==> src/rtl/atrp_pkg.sv <==
`timescale 1ns / 1ps

package atrp_pkg;

    localparam int BUFFER_BYTES_DEF = 128;
    localparam int NUM_FIELDS       = 7;
    localparam int QUEUE_DEPTH      = 3;

    localparam logic [7:0] CH_HASH  = 8'h23;
    localparam logic [7:0] CH_SLASH = 8'h2F;
    localparam logic [7:0] CH_ZERO  = 8'h30;

    localparam logic [1:0] EV_RECORD   = 2'd0;
    localparam logic [1:0] EV_END      = 2'd1;
    localparam logic [1:0] EV_SLASH    = 2'd2;
    localparam logic [1:0] EV_OVERFLOW = 2'd3;

    localparam logic [1:0] SLOT_NONE  = 2'd0;
    localparam logic [1:0] SLOT_ONE   = 2'd1;
    localparam logic [1:0] SLOT_TWO   = 2'd2;

    typedef logic [7:0] t_byte;

    typedef struct packed {
        logic [1:0] event_code;
        logic [1:0] slot_index;
        t_byte      task_count;
        t_byte      task_ident;
        t_byte      start_x;
        t_byte      start_y;
        t_byte      start_z;
        t_byte      end_x;
        t_byte      end_y;
        t_byte      end_z;
        logic       last_of_run;
    } t_result;

    // Two ASCII digits to a value, wrapped to eight bits and not checked.
    function automatic t_byte decode_pair(input t_byte hi, input t_byte lo);
        t_byte h;
        t_byte l;
        h = hi - CH_ZERO;
        l = lo - CH_ZERO;
        return t_byte'({h, 3'b000} + {h, 1'b0} + l);
    endfunction

endpackage

==> src/rtl/ascii_task_record_parser.sv <==
`timescale 1ns / 1ps

// A result is written into the registered result queue when the byte that caused it is transferred.
// Throughput: one byte per cycle while input ready is high; a byte that yields two results may hold input ready
// low while the three-entry result queue drains.
// Input ready is high while the result queue holds at most one result.
// Reset (synchronous, active low) clears the frame state and empties the result queue.
module ascii_task_record_parser #(
    parameter int BUFFER_BYTES = atrp_pkg::BUFFER_BYTES_DEF
) (
    input  logic                i_clk,
    input  logic                i_rst_n,
    input  logic                i_valid,
    output logic                o_ready,
    input  atrp_pkg::t_byte     i_frame_byte,
    output logic                o_valid,
    input  logic                i_ready,
    output logic [1:0]          o_event_code,
    output logic [1:0]          o_slot_index,
    output atrp_pkg::t_byte     o_task_count,
    output atrp_pkg::t_byte     o_task_ident,
    output atrp_pkg::t_byte     o_start_x,
    output atrp_pkg::t_byte     o_start_y,
    output atrp_pkg::t_byte     o_start_z,
    output atrp_pkg::t_byte     o_end_x,
    output atrp_pkg::t_byte     o_end_y,
    output atrp_pkg::t_byte     o_end_z,
    output logic                o_last_of_run
);
    import atrp_pkg::*;

    localparam int PW = $clog2(BUFFER_BYTES);
    localparam int CW = $clog2(QUEUE_DEPTH + 1);

    logic [PW-1:0] r_pos;
    logic [PW-1:0] n_pos;
    logic [1:0]    r_mod3;
    logic [1:0]    n_mod3;
    logic [PW-1:0] r_grp;
    logic [PW-1:0] n_grp;
    logic [2:0]    r_grp7;
    logic [2:0]    n_grp7;
    t_byte         r_tens;
    t_byte         n_tens;
    t_byte         r_count;
    t_byte         n_count;
    t_byte         r_fields [NUM_FIELDS];
    t_byte         n_fields [NUM_FIELDS];

    t_result       r_q [QUEUE_DEPTH];
    t_result       n_q [QUEUE_DEPTH];
    logic [CW-1:0] r_cnt;
    logic [CW-1:0] n_cnt;

    logic          accept;
    logic          pop;
    logic          emit;
    logic          term;
    logic [1:0]    term_code;
    logic [1:0]    slot;
    t_byte         value;
    t_result       res_rec;
    t_result       res_term;
    t_result       res_a;
    t_result       res_b;
    logic [CW-1:0] base;

    assign accept = i_valid && o_ready;
    assign pop    = o_valid && i_ready;

    assign value = decode_pair(r_tens, i_frame_byte);

    always_comb begin
        if (r_grp >= PW'(8) && r_grp <= PW'(14)) begin
            slot = SLOT_ONE;
        end else if (r_grp >= PW'(15) && r_grp <= PW'(21)) begin
            slot = SLOT_TWO;
        end else begin
            slot = SLOT_NONE;
        end
    end

    always_comb begin
        n_pos     = r_pos;
        n_mod3    = r_mod3;
        n_grp     = r_grp;
        n_grp7    = r_grp7;
        n_tens    = r_tens;
        n_count   = r_count;
        n_fields  = r_fields;
        emit      = 1'b0;
        term      = 1'b0;
        term_code = EV_END;

        if (r_pos == '0) begin
            n_tens = i_frame_byte;
        end else if (r_pos == PW'(1)) begin
            n_count = value;
            n_tens  = i_frame_byte;
        end else begin
            if (r_mod3 == 2'd1 && r_grp != '0) begin
                if (r_grp7 == 3'd0) begin
                    n_fields[NUM_FIELDS-1] = value;
                    emit = 1'b1;
                end else begin
                    n_fields[r_grp7 - 3'd1] = value;
                end
            end
            if (i_frame_byte == CH_HASH) begin
                term      = 1'b1;
                term_code = EV_END;
            end else if (i_frame_byte == CH_SLASH && r_mod3 != 2'd2) begin
                term      = 1'b1;
                term_code = EV_SLASH;
            end else begin
                n_tens = i_frame_byte;
            end
        end

        if (!term) begin
            if (r_pos == PW'(BUFFER_BYTES - 1)) begin
                term      = 1'b1;
                term_code = EV_OVERFLOW;
            end else begin
                n_pos = r_pos + PW'(1);
                if (r_mod3 == 2'd2) begin
                    n_mod3 = 2'd0;
                    n_grp  = r_grp + PW'(1);
                    n_grp7 = (r_grp7 == 3'd6) ? 3'd0 : r_grp7 + 3'd1;
                end else begin
                    n_mod3 = r_mod3 + 2'd1;
                end
            end
        end

        if (term) begin
            n_pos   = '0;
            n_mod3  = 2'd0;
            n_grp   = '0;
            n_grp7  = 3'd0;
            n_tens  = '0;
            n_count = '0;
            for (int i = 0; i < NUM_FIELDS; i++) begin
                n_fields[i] = '0;
            end
        end
    end

    always_comb begin
        res_rec             = '0;
        res_rec.event_code  = EV_RECORD;
        res_rec.slot_index  = slot;
        res_rec.task_count  = r_count;
        res_rec.task_ident  = r_fields[0];
        res_rec.start_x     = r_fields[1];
        res_rec.start_y     = r_fields[2];
        res_rec.start_z     = r_fields[3];
        res_rec.end_x       = r_fields[4];
        res_rec.end_y       = r_fields[5];
        res_rec.end_z       = value;
        res_rec.last_of_run = !term;

        res_term             = '0;
        res_term.event_code  = term_code;
        res_term.slot_index  = SLOT_NONE;
        res_term.task_count  = r_count;
        res_term.last_of_run = 1'b1;

        res_a = emit ? res_rec : res_term;
        res_b = res_term;
    end

    always_comb begin
        n_q   = r_q;
        n_cnt = r_cnt;
        if (pop) begin
            for (int k = 0; k < QUEUE_DEPTH - 1; k++) begin
                n_q[k] = r_q[k+1];
            end
            n_cnt = r_cnt - CW'(1);
        end
        base = n_cnt;
        if (accept) begin
            for (int k = 0; k < QUEUE_DEPTH; k++) begin
                if ((emit || term) && base == CW'(k)) begin
                    n_q[k] = res_a;
                end
                if (emit && term && base + CW'(1) == CW'(k)) begin
                    n_q[k] = res_b;
                end
            end
            n_cnt = base + CW'(emit) + CW'(term);
        end
    end

    always_ff @(posedge i_clk) begin
        if (!i_rst_n) begin
            r_pos   <= '0;
            r_mod3  <= 2'd0;
            r_grp   <= '0;
            r_grp7  <= 3'd0;
            r_tens  <= '0;
            r_count <= '0;
            r_cnt   <= '0;
            for (int i = 0; i < NUM_FIELDS; i++) begin
                r_fields[i] <= '0;
            end
        end else begin
            r_cnt <= n_cnt;
            if (accept) begin
                r_pos    <= n_pos;
                r_mod3   <= n_mod3;
                r_grp    <= n_grp;
                r_grp7   <= n_grp7;
                r_tens   <= n_tens;
                r_count  <= n_count;
                r_fields <= n_fields;
            end
        end
    end

    always_ff @(posedge i_clk) begin
        r_q <= n_q;
    end

    assign o_ready       = (r_cnt <= CW'(1));
    assign o_valid       = (r_cnt != '0);
    assign o_event_code  = r_q[0].event_code;
    assign o_slot_index  = r_q[0].slot_index;
    assign o_task_count  = r_q[0].task_count;
    assign o_task_ident  = r_q[0].task_ident;
    assign o_start_x     = r_q[0].start_x;
    assign o_start_y     = r_q[0].start_y;
    assign o_start_z     = r_q[0].start_z;
    assign o_end_x       = r_q[0].end_x;
    assign o_end_y       = r_q[0].end_y;
    assign o_end_z       = r_q[0].end_z;
    assign o_last_of_run = r_q[0].last_of_run;

endmodule

==> config.mk <==
export PLATFORM = sky130hd
export DESIGN_NAME = ascii_task_record_parser
export DESIGN_NICKNAME = d
export VERILOG_FILES = /design/src/rtl/atrp_pkg.sv /design/src/rtl/ascii_task_record_parser.sv
export SDC_FILE = /design/constraint.sdc
export NUM_CORES = 1
export LEC_CHECK = 0
export BUFFER_PORTS_ARGS = -buffer_cell sky130_fd_sc_hd__buf_2
export CORE_UTILIZATION = 33
export CTS_BUF_LIST = sky130_fd_sc_hd__clkbuf_4 sky130_fd_sc_hd__clkbuf_8
export DETAILED_ROUTE_END_ITERATION = 16
export PLACE_DENSITY = 0.58
export RECOVER_POWER = 100
export SLEW_MARGIN = 25
export SYNTH_ARGS = -nofsm -noshare
export SYNTH_HDL_FRONTEND = slang
export SYNTH_SLANG_ARGS = --single-unit
export TNS_END_PERCENT = 30
==> constraint.sdc <==
create_clock -name i_clk -period 8 [get_ports i_clk]
set_clock_uncertainty 0.2 [all_clocks]
set_input_delay 1.6 -clock i_clk [delete_from_list [all_inputs] [get_ports i_clk]]
set_output_delay 1.6 -clock i_clk [all_outputs]
set_load 0.02 [all_outputs]
# --- Word level (Yosys, flattened, before mapping) ---
# Cells that the tools add are included.
# Widths: inputs -> output; s select.
word_totals:
  ff_bits: 299
  input_bits: 12
  output_inout_bits: 71
  word_cells: 182
op_classes:
  order_cmp: 7
  bitwise: 1
  muxes: 62
  eq_ne: 19
  n_addsub: 13
  reduce_logical: 33
op_table:
  columns: ["cell", "n"]
  rows:
  - ["$mux 69", 7]
  - ["$mux 56", 4]
  - ["$mux 207", 1]
  - ["$mux 138", 1]
  - ["$mux 7", 12]
  - ["$bwmux 56", 1]
  - ["$mux 48", 1]
  - ["$mux 8", 5]
  - ["$mux 2", 14]
  - ["$demux 8 s3", 1]
  - ["$add 8x8->8", 2]
  - ["$eq 8x6->1 const B", 2]
  - ["$mux 3", 5]
  - ["$add 7x1->7 const B", 2]
  - ["$ge 7x4->1 const B", 2]
  - ["$logic_and 1x1->1", 14]
  - ["$ne 2x2->1 const B", 6]
  - ["$mux 1", 10]
  - ["$reduce_bool 2->1", 5]
  - ["$reduce_and 3->1", 3]
  - ["$ne 4x4->1 const B", 2]
  - ["$reduce_and 4->1", 2]
  - ["$sub 8x6->8 const B", 1]
  - ["$eq 7x1->1 const B", 1]
  - ["24 further kinds", 31]

# --- Logic depth before layout (Yosys ltp) ---
# Gate-level depths: netlist of run 1.
logic_depth:
  word_depth: 12
  ltp_mapped: 12
  depth_no_buf: 11

# --- Least setup slack after synthesis of run 1 ---
# OpenSTA, ideal clock, no wires.
synth_path:
  kind: "input to register"
  start: "input port i_frame_byte[0]"
  end: "register r_q[0] (netlist name), enable pin"
  path_buffers: 3
  stages: 8
  t_arrival_ns: 6.369
  required_time_ns: 7.281
  setup_ns: 0.519
  setup_slack_ns: 0.912
  cell_sequence: "buf_4 -> and4b_1 -> o311ai_4 -> o21bai_4 -> buf_2 -> clkbuf_1 -> o21ai_0 -> a21oi_1"
synth_via:
  elab_chain_cells: 11
  word_cells_on_any_way: 14
  cone_classes: "eq/ne: 2; mux: 5; reduce/logical: 7"
synth_lines:
  columns: ["element", "line", "rtl"]
  rows:
  - ["start, declared", "ascii_task_record_parser.sv:15", "input atrp_pkg::t_byte i_frame_byte,"]
  - ["$eq 8x6->1", "ascii_task_record_parser.sv:112", "end else if (i_frame_byte == CH_SLASH && r_mod3 != 2'd2) begin"]
  - ["$logic_and 1x1->1", "ascii_task_record_parser.sv:112", null]
  - ["$mux 1", "ascii_task_record_parser.sv:112", null]
  - ["$mux 1 (*)", "ascii_task_record_parser.sv:109", "if (i_frame_byte == CH_HASH) begin"]
  - ["$mux 1 (*)", "ascii_task_record_parser.sv:97", "end else if (r_pos == PW'(1)) begin"]
  - ["$mux 1 (*)", "ascii_task_record_parser.sv:95", "if (r_pos == '0) begin"]
  - ["$mux 1 (*)", "ascii_task_record_parser.sv:120", "if (!term) begin"]
  - ["$logic_or 1x1->1 or $logic_and 1x1->1 (tied branches)", "ascii_task_record_parser.sv:185, ascii_task_record_parser.sv:188", null]
  - ["$logic_and 1x1->1, on equally long branches", "ascii_task_record_parser.sv:185, ascii_task_record_parser.sv:188", null]
  - ["$reduce_bool 2->1 (no source line) (*)", null, null]
  - ["$reduce_and 2->1 (no source line) (*)", null, null]
  - ["end signal, assigned", "ascii_task_record_parser.sv:223", "r_q <= n_q;"]
  - ["end, declared", "ascii_task_record_parser.sv:50", "t_result r_q [QUEUE_DEPTH];"]
# Every way passes the cells marked *; elsewhere a longest branch is shown, timed or not.
# A chain may end at the register's enable or synchronous reset.

==> results.json, run 1 <==
{
  "die_h_um": 199.8,
  "status": "complete, but fails checks",
  "fmax_mhz": 159.6,
  "vias_per_cell": 4.852,
  "grt_usage": 0.1619,
  "power_density_mw_per_mm2": 267.7,
  "fin_util": 0.3711,
  "slew_headroom": -0.4629,
  "hpwl_um": 20030,
  "yosysUniqueCellTypes": 67,
  "numPortBuffers": 82,
  "p_leak_uw": 0.005254,
  "maxSlewViolCount": 28,
  "layout.nets": 1381,
  "synth_cells": 1329,
  "drt-total-wl_um": 31950,
  "arrival_ns": 6.53,
  "synth-main-ff-cell": "dfxtp_1",
  "grt_max_degree": 67,
  "setup_viol": 0,
  "drtIter0Drc": 605,
  "drtAntennaViolNets": 0,
  "rsz0062_at_grt": "false",
  "antenna_found_initial": 0,
  "yosys_warnings": 0,
  "num_rows": 72,
  "cp-end-kind": "register",
  "synth_area_per_cell_um2": 9.716,
  "die_area_mm2": 0.03992,
  "total_power_uw": 3838,
  "cts_setup_buffers": 0,
  "hold_path.class": "register to register",
  "required_ns": 8.26,
  "die_x_um": 199.8,
  "cts_max_path_buffers": 3,
  "violations": "max-capacitance violations, max-slew violations",
  "cts_sinks": 291,
  "numCtsBuffers": 48,
  "yosysTopAreaCellShare": 0.3442,
  "clk_pin_slew_ns": 0.06,
  "h-tree-depth": 2,
  "place_congestion": 0.7928,
  "start_kind": "input pin",
  "post-route-min-period_ns": 6.267,
  "dr.pass1.iters": 5,
  "syn-num-nets": 1372,
  "peakVddDrop_v": 0.0001167,
  "maxCapViolCount": 1,
  "synth_area_mm2": 0.01291,
  "start_util": 0.3341,
  "grt_first_pass_wirelength_um": 50330,
  "synth_edf_count": 69,
  "syn2layout_area_growth_pct": 11.06,
  "grt_pass1_vias": 9015,
  "drive_gt1_frac": 0.1125,
  "synth_area_leaders": "dfxtp_1 (34%), edfxtp_1 (16%), mux2i_1 (9.4%), nand2_1 (6.7%), o21ai_0 (5.7%)",
  "cts_resized": 0,
  "clkLatencyLatePin_ns": 0.59,
  "min_period_over_period": 0.7833,
  "crit_fanout": 27,
  "yosysTopAreaCell": "dfxtp_1",
  "root_buffer": "clkbuf_8",
  "synthArstFlopShare": 0,
  "ioPinCount": 83,
  "core_mm2": 0.03865,
  "wire_per_inst_um": 16.85,
  "antenna-diode-count": 0,
  "drc": 0,
  "cts_tree": "built",
  "finalSetupTns_ns": 0,
  "grt_overflow": 0,
  "yosysSeqAreaShare": 0.5047,
  "vias": 9199,
  "crit_type": "input pin to register",
  "synth_seq_cells": 291,
  "hold_viol": 0,
  "finalHoldWorstSlack_ns": 0.2692,
  "tightest_slew_ns": 2.190,
  "holdBufCountCts": 0
}
layer usage:
metal  global-route usage  up-vias  wire length (µm)
met3              0.03377       39              1890
met5                    0        -                 0
met2               0.2560      239             14410
li1                     -     4546                 -
met4              0.04297        0               518
met1               0.2235     4375             15130
metrics by stage:
step	setup slack, ns	instance area, µm²	std cells
5_1_grt	1.547	14340	1896
3_3_place_gp	2.333	13310	1801
4_1_cts	3.307	14470	1895
2_1_floorplan	0.9124	12910	1329
3_5_place_dp	2.691	13390	1805
6_report	1.733	14340	1896
critical path: stages:
cell      delay, ns
buf_2          0.31
and4b_1        0.30
o311ai_4       0.15
o21bai_1       1.68
inv_2          0.53
o31ai_4        0.71
clkbuf_1       0.80
mux2_2         0.42
final timing paths:
path,cells after the start,to,start,slack (ns)
worst min register to register,2,r_tens[6]$_SDFFE_PN0P_,r_tens[6]$_SDFFE_PN0P_,0.27
worst max-delay path,8,r_q[129]$_DFF_P_,i_frame_byte[0],1.73
worst min-delay path,2,r_tens[6]$_SDFFE_PN0P_,r_tens[6]$_SDFFE_PN0P_,0.27
worst max register to register,9,r_q[129]$_DFF_P_,r_pos[0]$_SDFFE_PN0P_,2.43
registers in the layout (all words and copies together) (netlist names), 3 cells and up:
name and count:
o_task_ident 8, o_start_z 8, o_end_y 8, r_fields 48, r_tens 7, o_start_x 8
o_start_y 8, o_end_z 8, o_task_count 8, r_grp 7, r_count 8, r_q 138
r_pos 7, r_grp7 3, o_end_x 8
final cells by class:
class,count,area (µm²)
flip-flops and latches,291,6516
clock buffers,84,1006
repair buffers,102,516.7
multi-input cells,865,5469
well taps,518,648.1
fillers,3915,24310
inverters,30,112.6
clock inverters,6,71.32
power breakdown:
| part | switching (µW) | internal [µW] | total [µW] |
|---|---|---|---|
| combinational | 442 | 240 | 682 |
| clock | 600 | 822 | 1420 |
| sequential | 93.7 | 1640 | 1730 |
cell families (layout without fill, tap and decap cells):
| kind of cell | after synthesis | in the layout | share of synthesized area |
|---|---|---|---|
| flip-flops | 291 | 291 | 0.5047 |
| XOR/XNOR | 20 | 20 | 0.01357 |
| AO/OA/AOI/OAI | 250 | 250 | 0.1154 |
| multiplexers | 138 | 138 | 0.1092 |
| buffers and inverters | 173 | 222 | 0.07335 |
| AND/OR/NAND/NOR | 426 | 426 | 0.1503 |
| adder cells (fa/ha/maj) | 31 | 31 | 0.03353 |
layout by cell type (no fill, tap or decap), types with 6 or more instances in the layout:
cell type    n
nor2_1      56
nand3_1     23
xnor2_1     12
clkbuf_4    24
clkbuf_1    73
o22ai_1      6
nand2_1    232
o21ai_0    148
nand2b_1     6
ha_1        25
and2_0      14
and2_1      44
edfxtp_1    69
clkbuf_8    60
buf_4       13
fa_1         6
dfxtp_1    222
nor3_1       8
a22oi_1     14
nor2b_1      6
mux2i_1    121
buf_2       11
a32o_1       7
a21oi_1     39
xor2_1       8
mux2_2      14
inv_1       27
synth_stat cells (all sizes together) (4+ instances only):
cell type / count
nand2: 232
dfxtp: 222
o21ai: 150
a211oi: 4
and2: 58
xor2: 8
or3: 4
nor2: 57
a22oi: 14
a21oi: 40
mux2: 17
o22ai: 6
a32o: 7
o31ai: 5
nor2b: 7
inv: 30
nor4: 4
nand4: 4
mux2i: 121
clkbuf: 57
nor3: 12
nand2b: 7
ha: 25
and3: 5
a221oi: 4
fa: 6
nand3: 23
xnor2: 12
edfxtp: 69
or2: 4
buf: 86
(Power assumes the default switching activity.)
==> run 2, diff against run 1 <==
==> constraint.sdc (replaced) <==
create_clock -name i_clk -period 5.8 [get_ports i_clk]
set_clock_uncertainty 0.2 [all_clocks]
set_input_delay 1.16 -clock i_clk [delete_from_list [all_inputs] [get_ports i_clk]]
set_output_delay 1.16 -clock i_clk [all_outputs]
set_load 0.02 [all_outputs]
==> results.json, run 2 (same netlist as run 1, synthesis figures left out) <==
{
  "violations": "max-capacitance violations, max-slew violations",
  "peakVddDrop_v": 0.0001559,
  "min_from": "r_tens[6]$_SDFFE_PN0P_",
  "syn2layout_area_growth_pct": 10.97,
  "place_ws_ns": 1.589,
  "root_buffer": "clkbuf_8",
  "drc": 0,
  "slew_headroom": -0.06247,
  "start_util": 0.3341,
  "rrSetupSlack_ns": 1.41,
  "tightest_slew_ns": 1.584,
  "top_register": "r_q",
  "die_area_mm2": 0.03992,
  "cts_max_path_buffers": 3,
  "power_frac_comb": 0.178,
  "placed_cell_area_mm2": 0.01343,
  "sw_frac_of_total": 0.2989,
  "largest_reg_flops": 138,
  "cts_sinks": 291,
  "antenna_found_initial": 0,
  "arrival_ns": 4.71,
  "vias": 9338,
  "mostFrequentLayoutCells": "nand2_1 (231), dfxtp_1 (222), o21ai_0 (148), mux2i_1 (121), clkbuf_1 (75)",
  "p_clk_frac": 0.364,
  "hold_viol": 0,
  "drive_gt1_frac": 0.1095,
  "place_congestion": 0.8528,
  "reg2reg_from": "r_pos[2]$_SDFFE_PN0P_",
  "final_common_cell": "nand2_1",
  "core_mm2": 0.03865,
  "grt_usage": 0.1654,
  "status": "complete, but fails checks",
  "setup_viol": 0,
  "layout.nets": 1383,
  "die_x_um": 199.8,
  "clkLatencyLatePin_ns": 0.59,
  "antenna-diode-count": 0,
  "p_leak_uw": 0.005247,
  "rsz0062_at_grt": "false",
  "reg.largest.list": "r_q: 138 flops, r_fields: 48 flops",
  "hpwl_um": 20760,
  "dp_cells": 1808,
  "drtIter0Drc": 635,
  "dr.pass1.iters": 7,
  "holdBufCountCts": 0,
  "drtAntennaViolNets": 0,
  "instances_no_fill": 1897,
  "h-tree-depth": 2,
  "setup_slack_ns": 1.159,
  "maxSlewViolCount": 14,
  "numPortBuffers": 82,
  "drt-total-wl_um": 32820,
  "crit_fanout": 26,
  "r2r-end": "r_q[34]$_SDFFCE_PP0P_",
  "numCtsBuffers": 47,
  "power_density_mw_per_mm2": 365.1,
  "power_switching_uw": 1563,
  "hold-path-endpoint": "r_tens[6]$_SDFFE_PN0P_",
  "grt_overflow": 0,
  "grt_max_degree": 57,
  "hold_path.class": "register to register",
  "p_int_uw": 3667,
  "min_period_over_period": 0.8002,
  "start_kind": "input pin",
  "fmax_mhz": 215.5,
  "die_h_um": 199.8,
  "num_rows": 72,
  "wire_per_inst_um": 17.30,
  "vias_per_cell": 4.923,
  "post-route-min-period_ns": 4.641,
  "maxCapViolCount": 1,
  "reg2reg_depth": 8,
  "cts_setup_buffers": 0,
  "crit_type": "input pin to register",
  "seq_power_share": 0.457,
  "finalSetupTns_ns": 0,
  "ioPinCount": 83,
  "required_ns": 5.87,
  "cp-end-kind": "register",
  "grt_pass1_vias": 8908,
  "design_area_mm2": 0.01433,
  "whs_path_depth": 2,
  "clk_pin_slew_ns": 0.05,
  "cts_tree": "built",
  "cts_resized": 0,
  "grt_first_pass_wirelength_um": 51110
}
[run 2: cell count changes in the layout (fill, tap and decap cells not counted), moves of 2 or more]
cell and change:
and2_1 -5, and2_0 +5, buf_16 -2, clkinv_1 +2
clkinvlp_4 -2, clkbuf_1 +2, buf_12 +5
[run 2: critical path, cell delays in order]
cell      delay, ns
clkbuf_1       0.47
and4b_1        0.28
o311ai_0       0.40
o21bai_4       0.27
clkbuf_1       0.96
o21ai_0        0.37
a21oi_4        0.48
buf_4          0.31
[run 2: routing by layer]
metal / wire length [µm] / vias to the layer above / track usage
met5: 0 / - / 0
met4: 770 / 0 / 0.05626
met3: 1522 / 60 / 0.03024
met2: 15020 / 226 / 0.2629
met1: 15500 / 4513 / 0.2252
li1: - / 4539 / -
[run 2: cell type report]
| cell class | instances | area, µm² |
|---|---|---|
| fill | 3900 | 24320 |
| sequential | 291 | 6516 |
| multi-input combinational | 865 | 5459 |
| clock buffer | 83 | 998.5 |
| tap | 518 | 648.1 |
| timing repair buffer | 105 | 554.3 |
| inverter | 30 | 112.6 |
| clock inverter | 5 | 40.04 |
[run 2: metrics by stage]
step	util	power [µW]	hold slack [ns]
5_1_grt	0.3708	5482	0.2995
6_report	0.3708	5231	0.2687
2_1_floorplan	-	3199	0.2400
3_5_place_dp	0.3474	3416	0.2627
3_3_place_gp	0.3473	3398	0.2534
4_1_cts	0.3743	5340	0.2708
[run 2: power by group through the flow]
stage          sequential, µW  combinational [µW]  clock [µW]
2_1_floorplan            2380                 815           0
3_3_place_gp             2430                 968           0
3_5_place_dp             2430                 984           0
4_1_cts                  2390                 986        1960
5_1_grt                  2420                1020        2040
6_report                 2390                 933        1910
[run 2: how the worst max path moves through the flow]
stage	from	end	slack, ns	cells past startpoint
2_1_floorplan	i_frame_byte[0]	r_q[0]$_SDFFCE_PP1P_	0.67	8
3_3_place_gp	i_frame_byte[3]	r_fields[15]$_SDFFE_PN0P_	1.66	12
3_5_place_dp	i_frame_byte[3]	r_fields[15]$_SDFFE_PN0P_	1.59	12
4_1_cts	r_pos[0]$_SDFFE_PN0P_	o_task_count[2]$_DFF_P_	1.79	9
5_1_grt	i_frame_byte[0]	r_q[65]$_SDFFCE_PP0P_	0.84	8
6_report	i_frame_byte[0]	r_q[34]$_SDFFCE_PP0P_	1.16	8
==> run 3, diff against run 2 <==
--- a/config.mk
+++ b/config.mk
@@ -9,7 +9,7 @@
 export CORE_UTILIZATION = 33
 export CTS_BUF_LIST = sky130_fd_sc_hd__clkbuf_4 sky130_fd_sc_hd__clkbuf_8
 export DETAILED_ROUTE_END_ITERATION = 16
-export PLACE_DENSITY = 0.58
+export PLACE_DENSITY = 0.59
 export RECOVER_POWER = 100
 export SLEW_MARGIN = 25
 export SYNTH_ARGS = -nofsm -noshare
==> constraint.sdc (replaced) <==
create_clock -name i_clk -period 3.93 [get_ports i_clk]
set_clock_uncertainty 0.2 [all_clocks]
set_input_delay 0.786 -clock i_clk [delete_from_list [all_inputs] [get_ports i_clk]]
set_output_delay 0.786 -clock i_clk [all_outputs]
set_load 0.02 [all_outputs]
==> results.json, run 3 (same netlist as run 1, synthesis figures left out) <==
{
  "grt_first_pass_wirelength_um": 50450,
  "place_congestion": 0.8209,
  "die_x_um": 199.8,
  "drtAntennaViolNets": 0,
  "cts_max_path_buffers": 3,
  "peakVddDrop_v": 0.0002715,
  "post-route-min-period_ns": 3.385,
  "vias": 9278,
  "clk_pin_slew_ns": 0.06,
  "grt.met3_usage": 0.03276,
  "crit_fanout": 49,
  "p_leak_uw": 0.005262,
  "numCtsBuffers": 48,
  "final_common_cell": "nand2_1",
  "layout.nets": 1387,
  "cp-end-kind": "register",
  "grt_overflow": 0,
  "power_density_mw_per_mm2": 538.9,
  "min_period_over_period": 0.8614,
  "start_kind": "register",
  "drt-total-wl_um": 32270,
  "finalHoldWorstSlack_ns": 0.2578,
  "finalSetupTns_ns": 0,
  "grt_pass1_vias": 8942,
  "hold_path.class": "register to register",
  "largest_reg_flops": 138,
  "reg.largest.list": "r_q: 138 flops, r_fields: 48 flops",
  "rsz0062_at_grt": "false",
  "required_ns": 4.20,
  "clkLatencyLatePin_ns": 0.58,
  "place_ws_ns": 0.1922,
  "drtIter0Drc": 698,
  "start_util": 0.3341,
  "grt_max_degree": 100,
  "cpPeakStageDelay_ns": 0.69,
  "syn2layout_area_growth_pct": 11.06,
  "cts_tree": "built",
  "die_area_mm2": 0.03992,
  "holdBufCountCts": 0,
  "root_buffer": "clkbuf_8",
  "antenna_found_initial": 1,
  "maxCapViolCount": 0,
  "reg2reg_depth": 7,
  "hold_viol": 0,
  "antenna-diode-count": 0,
  "drc": 0,
  "tightest_slew_ns": 1.337,
  "busiest_layer": "met2",
  "num_rows": 72,
  "dr.pass1.iters": 5,
  "setup_viol": 0,
  "cts_resized": 0,
  "arrival_ns": 3.65,
  "hpwl_um": 19890,
  "use_met2": 0.2553,
  "dp_cells": 1812,
  "ioPinCount": 83,
  "slew_headroom": 0.1087,
  "instances_no_fill": 1901,
  "die_h_um": 199.8,
  "h-tree-depth": 2,
  "cts_sinks": 291,
  "mostFrequentLayoutCells": "nand2_1 (232), dfxtp_1 (222), o21ai_0 (148), mux2i_1 (121), clkbuf_1 (79)",
  "top_register": "r_q",
  "maxSlewViolCount": 0,
  "wire_per_inst_um": 16.98,
  "vias_per_cell": 4.881,
  "setup_slack_ns": 0.5446,
  "cts_setup_buffers": 0,
  "core_mm2": 0.03865,
  "fmax_mhz": 295.4,
  "whs_path_depth": 2,
  "slowest_stage": "and2_0",
  "met1_usage": 0.2214,
  "path_cells": "ha_1 -> nand2b_1 -> and2_0 -> nand2_1 -> o31ai_1 -> buf_12 -> mux2_2",
  "fillers": 3877,
  "grt_usage": 0.1613,
  "numPortBuffers": 82,
  "crit_type": "register to register",
  "status": "complete, no violations",
  "drive_gt1_frac": 0.1092
}
run 3: changes by cell type in the layout (fill, tap and decap cells not counted), moves of 2 or more:
| cell | change |
|---|---|
| clkbuf_4 | +4 |
| a21oi_1 | +2 |
| clkbuf_1 | +4 |
| clkinv_1 | -2 |
| a21oi_4 | -2 |
| and2_0 | -7 |
| buf_4 | -5 |
| and2_1 | +7 |
run 3: area by class of cell:
class / instances / area, µm² / area share
clock buffer: 86 / 1021 / 0.07120
multi-input combinational: 865 / 5453 / 0.3802
clock inverter: 3 / 30.03 / 0.002094
tap: 518 / 648.1 / 0.04520
sequential: 291 / 6516 / 0.4544
inverter: 30 / 112.6 / 0.007853
timing repair buffer: 108 / 559.3 / 0.03900
run 3: final timing paths:
path / start / end / slack (ns)
worst max-delay path: r_cnt[0]$_SDFF_PN0_ / r_q[127]$_DFF_P_ / 0.54
worst min-delay path: r_tens[5]$_SDFFE_PN0P_ / r_tens[5]$_SDFFE_PN0P_ / 0.26
worst max register to register: r_cnt[0]$_SDFF_PN0_ / r_q[127]$_DFF_P_ / 0.54
worst min register to register: r_tens[5]$_SDFFE_PN0P_ / r_tens[5]$_SDFFE_PN0P_ / 0.26
run 3: report_power, final:
part | total (µW) | switching (µW) | leakage (µW) | internal (µW)
Clock | 2840 | 1220 | 0.000566 | 1620
Combinational | 1360 | 884 | 0.00225 | 479
Sequential | 3520 | 185 | 0.00245 | 3340
Total | 7730 | 2290 | 0.00526 | 5440
run 3: layer usage:
layer  up-vias  wire length, µm
met5         -               12
met4         2              706
met3        54             1762
met1      4439            15340
li1       4546                -
met2       237            14450
run 3: critical path: cells and delay by family (launching register included):
kind,cells,cell delay [ns]
simple gates,3,1.16
flops,1,0.51
compound gates,1,0.51
mux,1,0.37
buf+inv,1,0.33
fa+ha+maj,1,0.19
run 3: metrics by stage:
| step | power, µW | area (µm²) | util |
|---|---|---|---|
| floorplan | 4721 | 12930 | - |
| global placement | 5012 | 13450 | 0.3481 |
| detailed placement | 5036 | 13460 | 0.3484 |
| CTS | 7888 | 14510 | 0.3756 |
| global route | 8104 | 14340 | 0.3711 |
| finish | 7728 | 14340 | 0.3711 |
